<file path="config.mk">
export PLATFORM = sky130hd
export DESIGN_NAME = hti_basis
export DESIGN_NICKNAME = d
export VERILOG_FILES = /design/src/sv/hti_pkg.sv /design/src/sv/hti_basis.sv
export SDC_FILE = /design/constraint.sdc
export NUM_CORES = 1
export LEC_CHECK = 0
export BUFFER_PORTS_ARGS = -buffer_cell sky130_fd_sc_hd__buf_2
export CORE_MARGIN = 2
export CORE_UTILIZATION = 45
export CTS_CLUSTER_SIZE = 10
export DETAILED_ROUTE_END_ITERATION = 8
export GPL_TIMING_DRIVEN = 0
export PLACE_DENSITY = 0.63
export SYNTH_ARGS = -nofsm -noshare
export SYNTH_HDL_FRONTEND = slang
export SYNTH_SLANG_ARGS = --single-unit
</file>
<file path="constraint.sdc">
create_clock -name i_clk -period 10.9 [get_ports i_clk]
set_input_delay 2.18 -clock i_clk [delete_from_list [all_inputs] [get_ports i_clk]]
set_output_delay 2.18 -clock i_clk [all_outputs]
set_load 0.01 [all_outputs]
</file>
<file path="src/sv/hti_pkg.sv">
`timescale 1ns / 1ps
package hti_pkg;

    localparam int SAMPLE_BITS   = 16;
    localparam int FRACTION_BITS = 16;
    localparam int COEF_BITS     = 14;
    localparam int CFG_BITS      = 16;
    localparam int CFG_IDX_W     = 1;

    // length of the valid shift register beside the data path
    localparam int PIPE_DEPTH = 9;

    localparam int DIFF_W  = SAMPLE_BITS + 1;
    localparam int WFAC_W  = CFG_BITS + 1;
    localparam int WPROD_W = 2 * WFAC_W;
    localparam int W_W     = WPROD_W - COEF_BITS;
    localparam int TPROD_W = DIFF_W + W_W;
    localparam int TSUM_W  = TPROD_W + 1;
    localparam int M_W     = TSUM_W - COEF_BITS - 1;
    localparam int H_W     = FRACTION_BITS + 3;
    localparam int HP_W    = H_W + M_W;
    localparam int ACC_W   = HP_W + 2;

    localparam logic [CFG_IDX_W-1:0] REG_TENSION = CFG_IDX_W'(0);
    localparam logic [CFG_IDX_W-1:0] REG_BIAS    = CFG_IDX_W'(1);

    localparam logic signed [WFAC_W-1:0]  COEF_ONE   = WFAC_W'(1) << COEF_BITS;
    localparam logic signed [WPROD_W-1:0] WPROD_ONE  = WPROD_W'(1) << (2 * COEF_BITS);
    localparam logic signed [WPROD_W-1:0] WPROD_HALF = WPROD_W'(1) << (COEF_BITS - 1);
    localparam logic signed [W_W-1:0]     W_ONE      = W_W'(1) << COEF_BITS;
    localparam logic signed [TSUM_W-1:0]  TSUM_HALF  = TSUM_W'(1) << COEF_BITS;
    localparam logic [2*FRACTION_BITS:0]  U_HALF     =
        (2 * FRACTION_BITS + 1)'(1) << (FRACTION_BITS - 1);
    localparam logic signed [H_W-1:0]     H_ONE      = H_W'(1) << FRACTION_BITS;
    localparam logic signed [ACC_W-1:0]   ACC_HALF   = ACC_W'(1) << (FRACTION_BITS - 1);
    localparam logic signed [ACC_W-1:0]   ACC_SMAX   =
        {{(ACC_W - SAMPLE_BITS + 1){1'b0}}, {(SAMPLE_BITS - 1){1'b1}}};
    localparam logic signed [ACC_W-1:0]   ACC_SMIN   = ~ACC_SMAX;

    localparam logic signed [SAMPLE_BITS-1:0] SAMPLE_MAX =
        {1'b0, {(SAMPLE_BITS - 1){1'b1}}};
    localparam logic signed [SAMPLE_BITS-1:0] SAMPLE_MIN =
        {1'b1, {(SAMPLE_BITS - 1){1'b0}}};

    typedef struct packed {
        logic signed [SAMPLE_BITS-1:0] sample_before;
        logic signed [SAMPLE_BITS-1:0] sample_start;
        logic signed [SAMPLE_BITS-1:0] sample_end;
        logic signed [SAMPLE_BITS-1:0] sample_after;
        logic [FRACTION_BITS-1:0]      position;
    } t_in_item;

    typedef struct packed {
        logic signed [SAMPLE_BITS-1:0] interpolated;
        logic                          saturated;
    } t_out_item;

    typedef struct packed {
        logic signed [W_W-1:0] wa;
        logic signed [W_W-1:0] wb;
    } t_tan_coef;

    typedef struct packed {
        logic signed [H_W-1:0] h00;
        logic signed [H_W-1:0] h10;
        logic signed [H_W-1:0] h01;
        logic signed [H_W-1:0] h11;
    } t_basis;

    typedef struct packed {
        logic signed [M_W-1:0]         m0;
        logic signed [M_W-1:0]         m1;
        logic signed [SAMPLE_BITS-1:0] sample_start;
        logic signed [SAMPLE_BITS-1:0] sample_end;
    } t_tan;

endpackage

</file>
<file path="src/sv/hti_basis.sv">
`timescale 1ns / 1ps
module hti_basis
    import hti_pkg::*;
(
    input  logic                     i_clk,
    input  logic [FRACTION_BITS-1:0] i_pos,
    output t_basis                   o_basis
);

    logic [2*FRACTION_BITS-1:0] r_uu;
    logic [FRACTION_BITS-1:0]   r_u_2;
    logic [FRACTION_BITS-1:0]   r_u2;
    logic [FRACTION_BITS-1:0]   r_u_3;
    logic [2*FRACTION_BITS-1:0] r_u3p;
    logic [FRACTION_BITS-1:0]   r_u2_4;
    logic [FRACTION_BITS-1:0]   r_u_4;
    logic [FRACTION_BITS-1:0]   r_u3;
    logic [FRACTION_BITS-1:0]   r_u2_5;
    logic [FRACTION_BITS-1:0]   r_u_5;
    t_basis                     r_basis;

    logic [2*FRACTION_BITS:0] w_uu_rnd;
    logic [2*FRACTION_BITS:0] w_u3_rnd;
    logic signed [H_W-1:0]    w_u;
    logic signed [H_W-1:0]    w_u2;
    logic signed [H_W-1:0]    w_u3;

    assign w_uu_rnd = {1'b0, r_uu} + U_HALF;
    assign w_u3_rnd = {1'b0, r_u3p} + U_HALF;

    assign w_u  = signed'(H_W'(r_u_5));
    assign w_u2 = signed'(H_W'(r_u2_5));
    assign w_u3 = signed'(H_W'(r_u3));

    always_ff @(posedge i_clk) begin
        r_uu        <= (2 * FRACTION_BITS)'(i_pos) * (2 * FRACTION_BITS)'(i_pos);
        r_u_2       <= i_pos;
        r_u2        <= w_uu_rnd[FRACTION_BITS +: FRACTION_BITS];
        r_u_3       <= r_u_2;
        r_u3p       <= (2 * FRACTION_BITS)'(r_u2) * (2 * FRACTION_BITS)'(r_u_3);
        r_u2_4      <= r_u2;
        r_u_4       <= r_u_3;
        r_u3        <= w_u3_rnd[FRACTION_BITS +: FRACTION_BITS];
        r_u2_5      <= r_u2_4;
        r_u_5       <= r_u_4;
        r_basis.h00 <= (w_u3 <<< 1) - (w_u2 + (w_u2 <<< 1)) + H_ONE;
        r_basis.h10 <= w_u3 - (w_u2 <<< 1) + w_u;
        r_basis.h01 <= w_u3 - w_u2;
        r_basis.h11 <= (w_u2 + (w_u2 <<< 1)) - (w_u3 <<< 1);
    end

    assign o_basis = r_basis;

endmodule

</file>
==> metrics <==
Ant. Diodes 0; Hold Path Class reg2reg; layout cell share with drive strength beyond 1 around 5.5%; reg2reg end r_u3p[31]$_DFF_P_; initial antenna violation count 0; status complete, no violations; global-route wire length before repair 90900 um; highest clock rate 0.117 GHz; grt ovf 0; clock sink count ~240; mean post-synth cell area 9.40 um2; synthesized area 0.0244 mm2; cell breakdown of the critical path buf_2, clkbuf_1, clkbuf_1, nand2_1, fa_1, fa_1, inv_1, fa_1, fa_1, fa_1, inv_1, fa_1, inv_1, ha_1, a21oi_2, a21boi_0, a311oi_2, a21oi_1, o21ai_2, o21ai_2, o41a_1, or4_1, nand3_1; Die H around 240 um; asr flop ratio synth 0%; Unique masters post-synth between 50 and 60; CP Capture Type register; DRT iter0 DRCs 703; Clk Latency, worst-skew pair between 0.5 and 0.6 ns; CP Max Fanout 10; clock skew 0.0198 ns; Critical Path Max Stage Delay around 0.55 ns; Synth top area share between 20% and 30%; Initial Utilization a little under half; Synth area leader fa_1; Buf/Inv on CP 6; most common cell in the netlist inv_1; Resize count post-CTS 0; vias in the first global route around 18000; Worst setup SP type input pin; clock slew at reported path FFs approximately 0.050 ns; EDFF count, synth 0; cts hold-fix bufs 0; most used flip-flop cell after synthesis dfxtp_1; root buffer cell clkbuf_16; I/O Buffers between 90 and 100; register area share after synthesis 19.3%; Final Setup Violations 0; cell depth of the worst flop-to-flop path 21; worst rel slew slack 52.7%; Placement Rows 85; H-tree levels 1; Synth area leaders fa_1 (30%), dfxtp_1 (19%), ha_1 (16%); reg2reg start r_u2[13]$_DFF_P_; arrival time at the worst endpoint 9.06 ns; final worst path period need 8.57 ns; hold depth 0; Yosys reg bits ~240; max_cap viols 0; Worst Tran Pin Value between 0.7 and 0.8 ns; hold path startpoint r_u2_4[2]$_DFF_P_; synth warn 0; dpl cells 3382; HPWL after DPL 45900 um; DR pass1 iterations 5; DRC 0; cell family with most CP delay adder cells; vias approximately 17000; wire per inst roughly 16 um; Die Area 0.0561 mm2; Final Hold Viols 0; Hold EP r_u2_5[2]$_DFF_P_; fin nets 3407; io pins 93; TritonCTS clock tree built; Slew Viols, Final 0; drt via density 5.02; syn_nets roughly 3300; Layout area overhead 8.68%; Cell Count, Final, Fillers Out 3418; TritonCTS Buffers 28; slowest CP cell fa_1; GR Util All Layers between 20% and 30%; postcts setup bufs 0; Antenna Nets Post-Route 0; filler instances just over 5000; final worst path period share 78.6%; Critical Path Most Common Cell fa_1; Post-synth top cells inv_1 (535), fa_1 (360), ha_1 (314), nand2_1 (253), dfxtp_1 (235); crit path kind in2reg; Mapped Cells between 2000 and 3000; RSZ-0062 raised after global routing false; Die X between 200 and 250 um; max FFs per register 73; Core Region 0.0537 mm2; setup_tns 0 ns; total wire length 55100 um; data required time at the worst endpoint 11.39 ns; Final Wtd Congestion between 0.9 and 1; flop2flop setup slack approximately 4 ns; largest net degree at the start of global routing 15; clock tree buffer depth 3
area by class of cell:
type	count	area, um2	share of cell area, %
flip-flops and latches	235	4700	17.7
repair buffers	92	460	1.74
clock inverters	3	26.3	0.0991
clock buffers	33	759	2.86
well taps	696	871	3.29
plain buffers	55	218	0.821
inverters	535	2010	7.58
multi-input cells	1769	17500	65.9
worst max-delay path by stage:
stage / depth (start not counted) / endpoint / startpoint
finish: 23 / r_uu[31]$_DFF_P_ / i_pos[1]
global route: 23 / r_uu[31]$_DFF_P_ / i_pos[1]
CTS: 23 / r_uu[31]$_DFF_P_ / i_pos[1]
detailed placement: 23 / r_uu[31]$_DFF_P_ / i_pos[1]
global placement: 23 / r_uu[31]$_DFF_P_ / i_pos[1]
floorplan: 22 / r_uu[31]$_DFF_P_ / i_pos[1]
cells in the final DEF (no fill, tap or decap), drive strengths merged, types with 7 or more instances in the layout:
master	Yosys	layout
xor2	36	36
ha	314	314
o21ai	51	51
a21o	34	34
a21oi	91	91
clkbuf	52	85
o21a	21	21
dfxtp	235	235
nor2b	24	24
nand2	253	253
a211oi	7	7
fa	360	360
nor3	29	29
buf	3	95
xnor2	114	114
nand3	40	40
and2	160	160
inv	535	535
nand4	13	13
a21boi	7	7
o21bai	12	12
nor2	107	107
nand2b	8	8
and3	23	23
through the flow:
stage	cell area, um2	util, %	hold slack (ns)	worst slack, ns
6_report	26500	49.4	0.317	2.33
5_1_grt	26500	49.4	0.325	2.01
4_1_cts	26500	49.4	0.322	2.42
3_5_place_dp	25700	47.9	0.312	1.83
3_3_place_gp	25700	47.9	0.311	1.96
2_1_floorplan	24400	-	0.310	2.93
logic make-up (layout without fill, tap and decap cells):
logic type,after synthesis,after routing,share of synthesized area [%]
buffers and inverters,590,718,9.13
AO/OA/AOI/OAI,269,269,7.21
AND/OR/NAND/NOR,675,675,13.3
adder cells (fa/ha/maj),674,674,45.7
multiplexers,1,1,0.0462
XOR/XNOR,150,150,5.39
flip-flops,235,235,19.3
layer usage:
metal / vias up / wire, um / part of all wire [%] / track usage, %
met4: 0 / 1970 / 3.6 / 7.33
met1: 8326 / 23400 / 42 / 25.0
li1: 8285 / - / - / -
met3: 108 / 2750 / 5.0 / 2.41
met2: 444 / 27000 / 49 / 36.3
met5: - / 0 / 0 / 0
Power is left out: the tool's default activity adds up to more than one toggle a clock period on the data nets, which glitch-free logic cannot reach.
