<file path="src/sv/hti_pkg.sv">
`timescale 1ns / 1ps
package hti_pkg;

    localparam int SAMPLE_BITS   = 16;
    localparam int FRACTION_BITS = 16;
    localparam int COEF_BITS     = 14;
    localparam int CFG_BITS      = 16;
    localparam int CFG_IDX_W     = 1;

    // length of the valid shift register beside the data path
    localparam int PIPE_DEPTH = 9;

    localparam int DIFF_W  = SAMPLE_BITS + 1;
    localparam int WFAC_W  = CFG_BITS + 1;
    localparam int WPROD_W = 2 * WFAC_W;
    localparam int W_W     = WPROD_W - COEF_BITS;
    localparam int TPROD_W = DIFF_W + W_W;
    localparam int TSUM_W  = TPROD_W + 1;
    localparam int M_W     = TSUM_W - COEF_BITS - 1;
    localparam int H_W     = FRACTION_BITS + 3;
    localparam int HP_W    = H_W + M_W;
    localparam int ACC_W   = HP_W + 2;

    localparam logic [CFG_IDX_W-1:0] REG_TENSION = CFG_IDX_W'(0);
    localparam logic [CFG_IDX_W-1:0] REG_BIAS    = CFG_IDX_W'(1);

    localparam logic signed [WFAC_W-1:0]  COEF_ONE   = WFAC_W'(1) << COEF_BITS;
    localparam logic signed [WPROD_W-1:0] WPROD_ONE  = WPROD_W'(1) << (2 * COEF_BITS);
    localparam logic signed [WPROD_W-1:0] WPROD_HALF = WPROD_W'(1) << (COEF_BITS - 1);
    localparam logic signed [W_W-1:0]     W_ONE      = W_W'(1) << COEF_BITS;
    localparam logic signed [TSUM_W-1:0]  TSUM_HALF  = TSUM_W'(1) << COEF_BITS;
    localparam logic [2*FRACTION_BITS:0]  U_HALF     =
        (2 * FRACTION_BITS + 1)'(1) << (FRACTION_BITS - 1);
    localparam logic signed [H_W-1:0]     H_ONE      = H_W'(1) << FRACTION_BITS;
    localparam logic signed [ACC_W-1:0]   ACC_HALF   = ACC_W'(1) << (FRACTION_BITS - 1);
    localparam logic signed [ACC_W-1:0]   ACC_SMAX   =
        {{(ACC_W - SAMPLE_BITS + 1){1'b0}}, {(SAMPLE_BITS - 1){1'b1}}};
    localparam logic signed [ACC_W-1:0]   ACC_SMIN   = ~ACC_SMAX;

    localparam logic signed [SAMPLE_BITS-1:0] SAMPLE_MAX =
        {1'b0, {(SAMPLE_BITS - 1){1'b1}}};
    localparam logic signed [SAMPLE_BITS-1:0] SAMPLE_MIN =
        {1'b1, {(SAMPLE_BITS - 1){1'b0}}};

    typedef struct packed {
        logic signed [SAMPLE_BITS-1:0] sample_before;
        logic signed [SAMPLE_BITS-1:0] sample_start;
        logic signed [SAMPLE_BITS-1:0] sample_end;
        logic signed [SAMPLE_BITS-1:0] sample_after;
        logic [FRACTION_BITS-1:0]      position;
    } t_in_item;

    typedef struct packed {
        logic signed [SAMPLE_BITS-1:0] interpolated;
        logic                          saturated;
    } t_out_item;

    typedef struct packed {
        logic signed [W_W-1:0] wa;
        logic signed [W_W-1:0] wb;
    } t_tan_coef;

    typedef struct packed {
        logic signed [H_W-1:0] h00;
        logic signed [H_W-1:0] h10;
        logic signed [H_W-1:0] h01;
        logic signed [H_W-1:0] h11;
    } t_basis;

    typedef struct packed {
        logic signed [M_W-1:0]         m0;
        logic signed [M_W-1:0]         m1;
        logic signed [SAMPLE_BITS-1:0] sample_start;
        logic signed [SAMPLE_BITS-1:0] sample_end;
    } t_tan;

endpackage

</file>
<file path="src/sv/hti_blend.sv">
`timescale 1ns / 1ps
module hti_blend
    import hti_pkg::*;
(
    input  logic      i_clk,
    input  t_basis    i_basis,
    input  t_tan      i_tan,
    output t_out_item o_result
);

    logic signed [HP_W-1:0]  r_p0;
    logic signed [HP_W-1:0]  r_p1;
    logic signed [HP_W-1:0]  r_p2;
    logic signed [HP_W-1:0]  r_p3;
    logic signed [ACC_W-1:0] r_acc;
    t_out_item               r_out;

    logic signed [ACC_W-1:0] w_res;
    t_out_item               n_out;

    assign w_res = r_acc >>> FRACTION_BITS;

    always_comb begin
        if (w_res > ACC_SMAX) begin
            n_out.interpolated = SAMPLE_MAX;
            n_out.saturated    = 1'b1;
        end else if (w_res < ACC_SMIN) begin
            n_out.interpolated = SAMPLE_MIN;
            n_out.saturated    = 1'b1;
        end else begin
            n_out.interpolated = w_res[SAMPLE_BITS-1:0];
            n_out.saturated    = 1'b0;
        end
    end

    always_ff @(posedge i_clk) begin
        r_p0  <= HP_W'(i_basis.h00) * HP_W'(i_tan.sample_start);
        r_p1  <= HP_W'(i_basis.h10) * HP_W'(i_tan.m0);
        r_p2  <= HP_W'(i_basis.h01) * HP_W'(i_tan.m1);
        r_p3  <= HP_W'(i_basis.h11) * HP_W'(i_tan.sample_end);
        r_acc <= ACC_W'(r_p0) + ACC_W'(r_p1) + ACC_W'(r_p2) + ACC_W'(r_p3) + ACC_HALF;
        r_out <= n_out;
    end

    assign o_result = r_out;

endmodule

</file>
<file path="config.mk">
export PLATFORM = sky130hd
export DESIGN_NAME = hti_blend
export DESIGN_NICKNAME = d
export VERILOG_FILES = /design/src/sv/hti_pkg.sv /design/src/sv/hti_blend.sv
export SDC_FILE = /design/constraint.sdc
export NUM_CORES = 2
export LEC_CHECK = 0
export ABC_CLOCK_PERIOD_IN_PS = 8080
export BUFFER_PORTS_ARGS = -buffer_cell sky130_fd_sc_hd__buf_4
export CORE_MARGIN = 2
export CORE_UTILIZATION = 45
export CTS_BUF_LIST = sky130_fd_sc_hd__clkbuf_8
export DETAILED_ROUTE_END_ITERATION = 16
export PLACE_DENSITY_LB_ADDON = 0.15
export SYNTH_ARGS = -nofsm -noshare
export SYNTH_HDL_FRONTEND = slang
export SYNTH_SLANG_ARGS = --single-unit
</file>
<file path="constraint.sdc">
create_clock -name i_clk -period 8.08 [get_ports i_clk]
set_clock_uncertainty 0.1 [all_clocks]
set_input_delay 0.404 -clock i_clk [delete_from_list [all_inputs] [get_ports i_clk]]
set_output_delay 0.404 -clock i_clk [all_outputs]
set_load 0.05 [all_outputs]
</file>
==> impl_metrics.json <==
{
  "status": "finished clean",
  "numCtsBuffers": 17,
  "slew_viol_final": 0,
  "wl_per_cell_um": 18.9,
  "fin_util": 0.476,
  "drt_iter0_markers": 2216,
  "synthToLayoutAreaGrowth_pct": 5.00,
  "worst_slew_margin_rel": 0.349,
  "synth_cell_type_count": 67,
  "overflow": 0,
  "nets": 8639,
  "num_vias": 41800,
  "antenna_found_initial": 1,
  "cp_cell_sequence": "buf_4, and2_1, fa_1, fa_1, inv_1, fa_1, inv_1, fa_1, inv_1, fa_1, fa_1, inv_1, ha_1, ha_1, a211o_1, o32a_1, a211oi_1, o21ai_0, a311oi_1, o211ai_1, o311ai_0, xnor2_1",
  "ys_seq_area_frac": 0.0648,
  "cts_sinks": 199,
  "clk_pin_slew_ns": 0.12,
  "dieArea_um2": 140000,
  "ys_ff_latch": 199,
  "drc": 0,
  "ctsHoldBuffers": 0,
  "firstDrtPassIters": 5,
  "grt_pass1_vias": 45900,
  "crit_arrival_ns": 7.12,
  "cts_tree": "yes",
  "gp_congestion": 0.885,
  "yosys_most_used_dff": "dfxtp_1",
  "synth_cells": 6469,
  "cts_setup_buffers": 0,
  "ctsResizeCount": 0,
  "netlist_area_um2": 61500,
  "hold_class": "in2reg",
  "htree_num_levels": 4,
  "hold_viol_final": 0,
  "dieWidth_um": 374,
  "synth_nets": 8689,
  "drive_gt1_frac": 0.0358,
  "grt_max_degree": 24,
  "rsz0062_at_grt": "false",
  "dp.cells": 8181,
  "regArea_um2": 3980,
  "multi_input_area_um2": 50800,
  "crit_buf_inv": 5,
  "root_buffer": "clkbuf_8",
  "async_flop_share": 0,
  "io_buffers": 171,
  "period_needed_ns": 6.80,
  "place_hpwl_um": 129000,
  "die_y_um": 374,
  "fin_crit_sh": 0.841,
  "holdWs_ns": 0.179,
  "worst_skew_pair.late_latency_ns": 0.50,
  "cap_violations": 0,
  "crit_top_cell": "fa_1",
  "required_ns": 8.40,
  "synth_edf_count": 0,
  "worst_pin_slew_ns": 0.974,
  "setup_tns_ns": 0,
  "crit_fanout": 19,
  "fillers": 13000,
  "cpLargestDelayFamily": "adder cells",
  "rows": 135,
  "max_stage_delay_ns": 0.58,
  "clk_path_buf_depth": 2,
  "io_pins": 172,
  "startpoint_type": "primary input",
  "start_util": 0.454,
  "vias_per_cell": 5.08,
  "antenna_left": 0,
  "fin_cells": 8214,
  "crit_slowest_cell": "a211oi_1",
  "setup_viol": 0,
  "core_area_um2": 136000,
  "cp-end-kind": "flip-flop",
  "yosysWarningCount": 0,
  "track_usage": 0.234,
  "routed_wl_um": 155000,
  "max_freq_mhz": 147,
  "avgSynthCellArea_um2": 9.51,
  "rrSetupSlack_ns": 3.40,
  "path_class": "in2reg",
  "grt_pass1_wl_um": 258000
}
[area by class of cell]
| cell class | instances | area share |
|---|---|---|
| repair buffers | 181 | 0.0210 |
| multi-input cells | 4476 | 0.787 |
| clock buffers | 18 | 0.00384 |
| well taps | 1781 | 0.0345 |
| flip-flops and latches | 199 | 0.0617 |
| diodes | 1 | 0.0000387 |
| inverters | 1544 | 0.0897 |
| clock inverters | 14 | 0.00238 |
[placed cells by master, fill, tap and decap left out, types with 24 or more instances in the layout]
cell and n:
dfxtp_1 199, a21o_1 67, o21ai_0 68, buf_4 181, nand2b_1 43, and2_1 620, nor2_1 127, fa_1 1566
inv_1 1542, xnor2_1 138, a21oi_1 122, o21a_1 30, nand3_1 26, xor2_1 47, ha_1 499, nor3_1 24
nand2_1 852
[synthesized netlist by cell type (all sizes together) (5+ instances only)]
master | instances | share of area
fa | 1566 | 0.51
inv | 1541 | 0.094
nand2 | 852 | 0.052
and2 | 620 | 0.063
ha | 499 | 0.10
clkbuf | 237 | 0.014
dfxtp | 199 | 0.065
xnor2 | 138 | 0.020
nor2 | 127 | 0.0077
a21oi | 122 | 0.0099
o21ai | 73 | 0.0059
a21o | 67 | 0.0082
xor2 | 47 | 0.0067
nand2b | 43 | 0.0044
o21a | 30 | 0.0037
nand3 | 26 | 0.0021
a31oi | 25 | 0.0026
nor3 | 24 | 0.0020
o21bai | 23 | 0.0028
nor2b | 22 | 0.0022
and3 | 18 | 0.0018
nand4 | 18 | 0.0018
a211oi | 13 | 0.0016
buf | 13 | 0.00079
o31ai | 13 | 0.0018
o211ai | 12 | 0.0015
or3 | 11 | 0.0011
and4 | 8 | 0.0011
nor4 | 8 | 0.00081
a211o | 6 | 0.00085
o22ai | 5 | 0.00051
or2 | 5 | 0.00051
[worst paths after layout]
kind,start,to,cells past startpoint
setup / recovery,i_tan[65],r_p1[30],22
hold / removal,i_tan[0],r_p3[0],2
setup reg to reg,r_p1[10],r_acc[38],14
hold reg to reg,r_acc[27],o_result[12],1
[metal layers]
layer  part of all wire  track usage  routed length [µm]
met4              0.012       0.0325                1830
met5                  0            0                   0
met2               0.46        0.377               71400
met1               0.48        0.352               74500
met3              0.048       0.0216                7400
[stage by stage]
stage,cell area [µm²],setup WS (ns)
final,64600,1.28
after global routing,64600,0.947
after CTS,64600,1.33
after floorplan,61500,1.28
after global placement,64200,0.746
after detailed placement,64200,0.798
[state kept, by name, indices dropped and copies added (netlist names)]
signal / flops
r_acc: 28
r_p0: 35
r_p3: 35
r_p2: 42
o_result: 17
r_p1: 42
[logic make-up (layout without fill, tap and decap cells)]
family	Yosys count	after routing	synth area share
AND/OR/NAND/NOR	1793	1793	0.142
AO/OA/AOI/OAI	433	433	0.0462
flip-flops	199	199	0.0648
XOR/XNOR	185	185	0.0263
other	0	1	0
adder cells (fa/ha/maj)	2065	2065	0.611
buffers and inverters	1794	1757	0.109
[worst reg2reg max path, stage by stage (launching register included)]
cell      delay (ns)
dfxtp_1         0.44
fa_1            0.46
fa_1            0.44
ha_1            0.29
ha_1            0.32
a211oi_1        0.26
nand2_1         0.12
or4_1           0.51
o211a_1         0.27
o41ai_4         0.30
nor4_1          0.17
o31ai_4         0.31
a21o_1          0.19
nor3_1          0.06
a311o_1         0.33
Power is left out: the tool's default activity adds up to more than one toggle a clock period on the data nets, which glitch-free logic cannot reach.
