$ cat src/sv/hti_pkg.sv
`timescale 1ns / 1ps
package hti_pkg;

    localparam int SAMPLE_BITS   = 16;
    localparam int FRACTION_BITS = 16;
    localparam int COEF_BITS     = 14;
    localparam int CFG_BITS      = 16;
    localparam int CFG_IDX_W     = 1;

    // length of the valid shift register beside the data path
    localparam int PIPE_DEPTH = 9;

    localparam int DIFF_W  = SAMPLE_BITS + 1;
    localparam int WFAC_W  = CFG_BITS + 1;
    localparam int WPROD_W = 2 * WFAC_W;
    localparam int W_W     = WPROD_W - COEF_BITS;
    localparam int TPROD_W = DIFF_W + W_W;
    localparam int TSUM_W  = TPROD_W + 1;
    localparam int M_W     = TSUM_W - COEF_BITS - 1;
    localparam int H_W     = FRACTION_BITS + 3;
    localparam int HP_W    = H_W + M_W;
    localparam int ACC_W   = HP_W + 2;

    localparam logic [CFG_IDX_W-1:0] REG_TENSION = CFG_IDX_W'(0);
    localparam logic [CFG_IDX_W-1:0] REG_BIAS    = CFG_IDX_W'(1);

    localparam logic signed [WFAC_W-1:0]  COEF_ONE   = WFAC_W'(1) << COEF_BITS;
    localparam logic signed [WPROD_W-1:0] WPROD_ONE  = WPROD_W'(1) << (2 * COEF_BITS);
    localparam logic signed [WPROD_W-1:0] WPROD_HALF = WPROD_W'(1) << (COEF_BITS - 1);
    localparam logic signed [W_W-1:0]     W_ONE      = W_W'(1) << COEF_BITS;
    localparam logic signed [TSUM_W-1:0]  TSUM_HALF  = TSUM_W'(1) << COEF_BITS;
    localparam logic [2*FRACTION_BITS:0]  U_HALF     =
        (2 * FRACTION_BITS + 1)'(1) << (FRACTION_BITS - 1);
    localparam logic signed [H_W-1:0]     H_ONE      = H_W'(1) << FRACTION_BITS;
    localparam logic signed [ACC_W-1:0]   ACC_HALF   = ACC_W'(1) << (FRACTION_BITS - 1);
    localparam logic signed [ACC_W-1:0]   ACC_SMAX   =
        {{(ACC_W - SAMPLE_BITS + 1){1'b0}}, {(SAMPLE_BITS - 1){1'b1}}};
    localparam logic signed [ACC_W-1:0]   ACC_SMIN   = ~ACC_SMAX;

    localparam logic signed [SAMPLE_BITS-1:0] SAMPLE_MAX =
        {1'b0, {(SAMPLE_BITS - 1){1'b1}}};
    localparam logic signed [SAMPLE_BITS-1:0] SAMPLE_MIN =
        {1'b1, {(SAMPLE_BITS - 1){1'b0}}};

    typedef struct packed {
        logic signed [SAMPLE_BITS-1:0] sample_before;
        logic signed [SAMPLE_BITS-1:0] sample_start;
        logic signed [SAMPLE_BITS-1:0] sample_end;
        logic signed [SAMPLE_BITS-1:0] sample_after;
        logic [FRACTION_BITS-1:0]      position;
    } t_in_item;

    typedef struct packed {
        logic signed [SAMPLE_BITS-1:0] interpolated;
        logic                          saturated;
    } t_out_item;

    typedef struct packed {
        logic signed [W_W-1:0] wa;
        logic signed [W_W-1:0] wb;
    } t_tan_coef;

    typedef struct packed {
        logic signed [H_W-1:0] h00;
        logic signed [H_W-1:0] h10;
        logic signed [H_W-1:0] h01;
        logic signed [H_W-1:0] h11;
    } t_basis;

    typedef struct packed {
        logic signed [M_W-1:0]         m0;
        logic signed [M_W-1:0]         m1;
        logic signed [SAMPLE_BITS-1:0] sample_start;
        logic signed [SAMPLE_BITS-1:0] sample_end;
    } t_tan;

endpackage

$ cat src/sv/hti_tangent.sv
`timescale 1ns / 1ps
module hti_tangent
    import hti_pkg::*;
(
    input  logic      i_clk,
    input  t_in_item  i_item,
    input  t_tan_coef i_coef,
    output t_tan      o_tan
);

    logic signed [DIFF_W-1:0]      r_d0;
    logic signed [DIFF_W-1:0]      r_d1;
    logic signed [DIFF_W-1:0]      r_d2;
    logic signed [SAMPLE_BITS-1:0] r_v1_2;
    logic signed [SAMPLE_BITS-1:0] r_v2_2;
    logic signed [TPROD_W-1:0]     r_pa0;
    logic signed [TPROD_W-1:0]     r_pb0;
    logic signed [TPROD_W-1:0]     r_pa1;
    logic signed [TPROD_W-1:0]     r_pb1;
    logic signed [SAMPLE_BITS-1:0] r_v1_3;
    logic signed [SAMPLE_BITS-1:0] r_v2_3;
    t_tan                          r_tan_4;
    t_tan                          r_tan_5;
    t_tan                          r_tan_6;

    logic signed [TSUM_W-1:0] w_sum0;
    logic signed [TSUM_W-1:0] w_sum1;

    // shift by COEF_BITS + 1 folds the halving into the Q14 scale
    assign w_sum0 = (TSUM_W'(r_pa0) + TSUM_W'(r_pb0) + TSUM_HALF) >>> (COEF_BITS + 1);
    assign w_sum1 = (TSUM_W'(r_pa1) + TSUM_W'(r_pb1) + TSUM_HALF) >>> (COEF_BITS + 1);

    always_ff @(posedge i_clk) begin
        r_d0   <= DIFF_W'(i_item.sample_start) - DIFF_W'(i_item.sample_before);
        r_d1   <= DIFF_W'(i_item.sample_end) - DIFF_W'(i_item.sample_start);
        r_d2   <= DIFF_W'(i_item.sample_after) - DIFF_W'(i_item.sample_end);
        r_v1_2 <= i_item.sample_start;
        r_v2_2 <= i_item.sample_end;

        r_pa0  <= TPROD_W'(r_d0) * TPROD_W'(i_coef.wa);
        r_pb0  <= TPROD_W'(r_d1) * TPROD_W'(i_coef.wb);
        r_pa1  <= TPROD_W'(r_d1) * TPROD_W'(i_coef.wa);
        r_pb1  <= TPROD_W'(r_d2) * TPROD_W'(i_coef.wb);
        r_v1_3 <= r_v1_2;
        r_v2_3 <= r_v2_2;

        r_tan_4.m0           <= M_W'(w_sum0);
        r_tan_4.m1           <= M_W'(w_sum1);
        r_tan_4.sample_start <= r_v1_3;
        r_tan_4.sample_end   <= r_v2_3;

        // lines up with the basis weights
        r_tan_5 <= r_tan_4;
        r_tan_6 <= r_tan_5;
    end

    assign o_tan = r_tan_6;

endmodule

$ cat config.mk
export PLATFORM = sky130hd
export DESIGN_NAME = hti_tangent
export DESIGN_NICKNAME = d
export VERILOG_FILES = /design/src/sv/hti_pkg.sv /design/src/sv/hti_tangent.sv
export SDC_FILE = /design/constraint.sdc
export NUM_CORES = 2
export LEC_CHECK = 0
export BUFFER_PORTS_ARGS = -buffer_cell sky130_fd_sc_hd__buf_2
export CAP_MARGIN = 40
export CORE_MARGIN = 1.5
export CORE_UTILIZATION = 45
export CTS_CLUSTER_SIZE = 12
export DETAILED_ROUTE_END_ITERATION = 7
export PLACE_DENSITY_LB_ADDON = 0.1
export SLEW_MARGIN = 10
export SYNTH_ARGS = -nofsm -noshare
export SYNTH_HDL_FRONTEND = slang
export SYNTH_SLANG_ARGS = --single-unit
$ cat constraint.sdc
create_clock -name i_clk -period 8.83 [get_ports i_clk]
set_input_delay 1.766 -clock i_clk [delete_from_list [all_inputs] [get_ports i_clk]]
set_output_delay 1.766 -clock i_clk [all_outputs]
set_load 0.01 [all_outputs]
==> reports/metrics.csv <==
stage;metric;value;unit
timing;Min Hold Slack;311;ps
synthesis;syn_area_per_cell;9.72;µm²
timing;Final Skew;33.5;ps
finish;layout cell share with drive strength beyond 1;0.0684;
synthesis;FF+latch count, synth;497;
worst_setup_path;CP max FO;26;
floorplanning;core footprint;143000;µm²
placement;Post-DP Area;68800;µm²
worst_setup_path;worst reg2reg path startpoint;r_d2[6];
timing;setup violators final;0;
global_routing;global-route wire length before repair;256;mm
timing;slew margin rel.;0.370;
floorplanning;num rows;139;
route;Pre-antenna DRT Iters;5;
min_path;HP Class;register to register;
route;# DRC;0;
global_routing;grt met1 use;0.312;
finish;# fillers;13700;
floorplanning;Initial Utilization;0.453;
synthesis;top_reg_cell synth;dfxtp_1;
finish;leading cell types in the layout, fill and taps excluded;inv_1 (1493), fa_1 (1367), nand2_1 (713);
worst_setup_path;Arrival @ worst endpoint;8480;ps
floorplanning;I/O pin cnt;199;
synthesis;synthesized area;65000;µm²
synthesis;Yosys warnings;0;
global_routing;met3 Use GR;0.0299;
global_routing;number of global-route vias before repair;46300;
global_routing;GR peak layer;met2;
clock_tree;Reg clk slew, reported paths;60;ps
worst_setup_path;R2R Path End;r_pb1[36];
placement;Port Buf Inserts;182;
worst_setup_path;Setup CP Type;input pin to register;
clock_tree;Longest Clk Path Bufs;3;
synthesis;sequential fraction of the synthesis area;0.153;
min_path;Hold EP;o_tan[15];
synthesis;Synth Net Count;8728;
route;via count;43600;
timing;Slew @ Worst Pin;944;ps
finish;Final Cell Area;70900;µm²
global_routing;largest net degree at the start of global routing;41;
clock_tree;Setup Fix Bufs, Post-CTS;0;
clock_tree;Sink Count;497;
status;status;complete, no violations;
timing;Fmax;0.126;GHz
global_routing;initial antenna violation count;9;
flow_run;max cap viols;0;
synthesis;Post-synth EDFFs;0;
worst_setup_path;Worst Reg-to-Reg Cells;23;
global_routing;gr ovfl total;0;
finish;commonest non-fill, non-tap cell in the layout;inv_1;
synthesis;FFs w/ async S/R, synth;0;
floorplanning;Die Span X;383;µm
clock_tree;Num CTS Buffers;66;
clock_tree;hold-fix buffers at CTS;0;
route;Detailed Route WL;157;mm
clock_tree;# resized after CTS;0;
placement;GP Congestion;0.838;
floorplanning;die area;147000;µm²
timing;max-slew violations;0;
finish;Final #Nets;8872;
worst_setup_path;FF-to-FF setup slack;1550;ps
route;antenna viol nets, final;0;
min_path;hold path startpoint;r_tan_5[15];
worst_setup_path;crit path from;i_coef[12];
worst_setup_path;critical path required time;9380;ps
clock_tree;Root Buffer;clkbuf_16;
min_path;worst hold stages;0;
placement;Final HPWL DP;130;mm
route;detailed router's first-iteration violation count;2145;
worst_setup_path;Critical Path End Type;register;
timing;final hold viol count;0;
synthesis;Synth Instances;6686;
timing;RSZ-0062 raised after global routing;false;
global_routing;GRT Total Usage;0.226;
route;vias per cell;4.97;
timing;crit share post-route;0.898;
clock_tree;TritonCTS clock tree;yes;
clock_tree;latest clock arrival within the worst-skew pair;680;ps
floorplanning;die span in y;383;µm
route;Avg WL per Cell;17.9;µm
timing;post-route setup TNS;0;ps
timing;Tmin final;7930;ps
clock_tree;H-tree Lvls;3;
finish;Area Overhead vs Synth;9.16;%
global_routing;M2 GR Usage;0.371;
synthesis;Distinct cells, synth;73;
worst_setup_path;CP Launch Type;input pin;
state kept, by name (all words and copies together) (netlist names):
signal,count
r_pb0,37
r_d1,17
r_pb1,37
r_v2_3,16
r_v1_2,16
r_tan_4,78
r_v1_3,16
r_tan_5,78
r_d2,17
r_pa1,37
r_v2_2,16
r_pa0,37
r_d0,17
o_tan,78
through the flow:
stage / instances / utilization / setup WS, ps
floorplan: 6686 / - / 1110
global route: 8777 / 0.494 / 676
finish: 8779 / 0.494 / 905
global placement: 8652 / 0.477 / 377
detailed placement: 8665 / 0.479 / 356
CTS: 8777 / 0.494 / 1060
cell families after synthesis:
group,Yosys count,share of synthesized area
AND/OR/NAND/NOR,1781,0.136
AO/OA/AOI/OAI,513,0.0518
adder cells (fa/ha/maj),1921,0.528
XOR/XNOR,219,0.0295
multiplexers,1,0.000154
flip-flops,497,0.153
buffers and inverters,1754,0.101
layout make-up:
class / count / area (µm²) / area share
well taps: 1903 / 2380 / 0.0336
repair buffers: 334 / 2350 / 0.0332
clock buffers: 76 / 1750 / 0.0247
multi-input cells: 4435 / 48400 / 0.683
flip-flops and latches: 497 / 9960 / 0.140
inverters: 1496 / 5620 / 0.0792
diodes: 2 / 5.00 / 0.0000705
clock inverters: 36 / 430 / 0.00607
routing by layer:
| layer | vias up | wire [µm] |
|---|---|---|
| met2 | 882 | 74200 |
| met5 | - | 67 |
| met1 | 22400 | 70200 |
| li1 | 20200 | - |
| met3 | 174 | 7810 |
| met4 | 12 | 4560 |
cell usage after synthesis, types with 30 or more instances:
master    number  area [µm²]
xor2_1        61         534
fa_1        1367       27400
dfxtp_1      497        9950
ha_1         554        6930
xnor2_1      158        1380
a21oi_1      160         801
o21ai_0       82         410
nor2_1       178         668
and3_1        33         206
and2_1       678        4240
nand2b_1      37         231
nand2_1      713        2680
nor2b_1       30         188
a21o_1        67         503
inv_1       1493        5600
clkbuf_1     252         946
nand3_1       32         160
critical path: stages:
cell and delay, ps:
buf_2 520, and2_1 250, fa_1 420, inv_1 80, fa_1 430, fa_1 540
inv_1 60, fa_1 500, fa_1 490, inv_1 50, fa_1 470, inv_1 40
ha_1 380, and4_1 280, nand3_1 90, o211ai_1 540, a211oi_1 260, o31ai_1 460
nand2_1 180, o21ai_1 300, mux2i_1 230, nand4_1 90
worst max-delay path by stage:
stage	to	slack, ps
6_report	r_pb1[36]	900
5_1_grt	r_pb1[36]	680
4_1_cts	r_pa1[33]	1060
3_5_place_dp	r_pb1[36]	360
3_3_place_gp	r_pb1[36]	380
2_1_floorplan	r_pa0[33]	1110
Power is not shown: default switching activity piles up to over one toggle a cycle in this logic, so the estimate is an artifact.
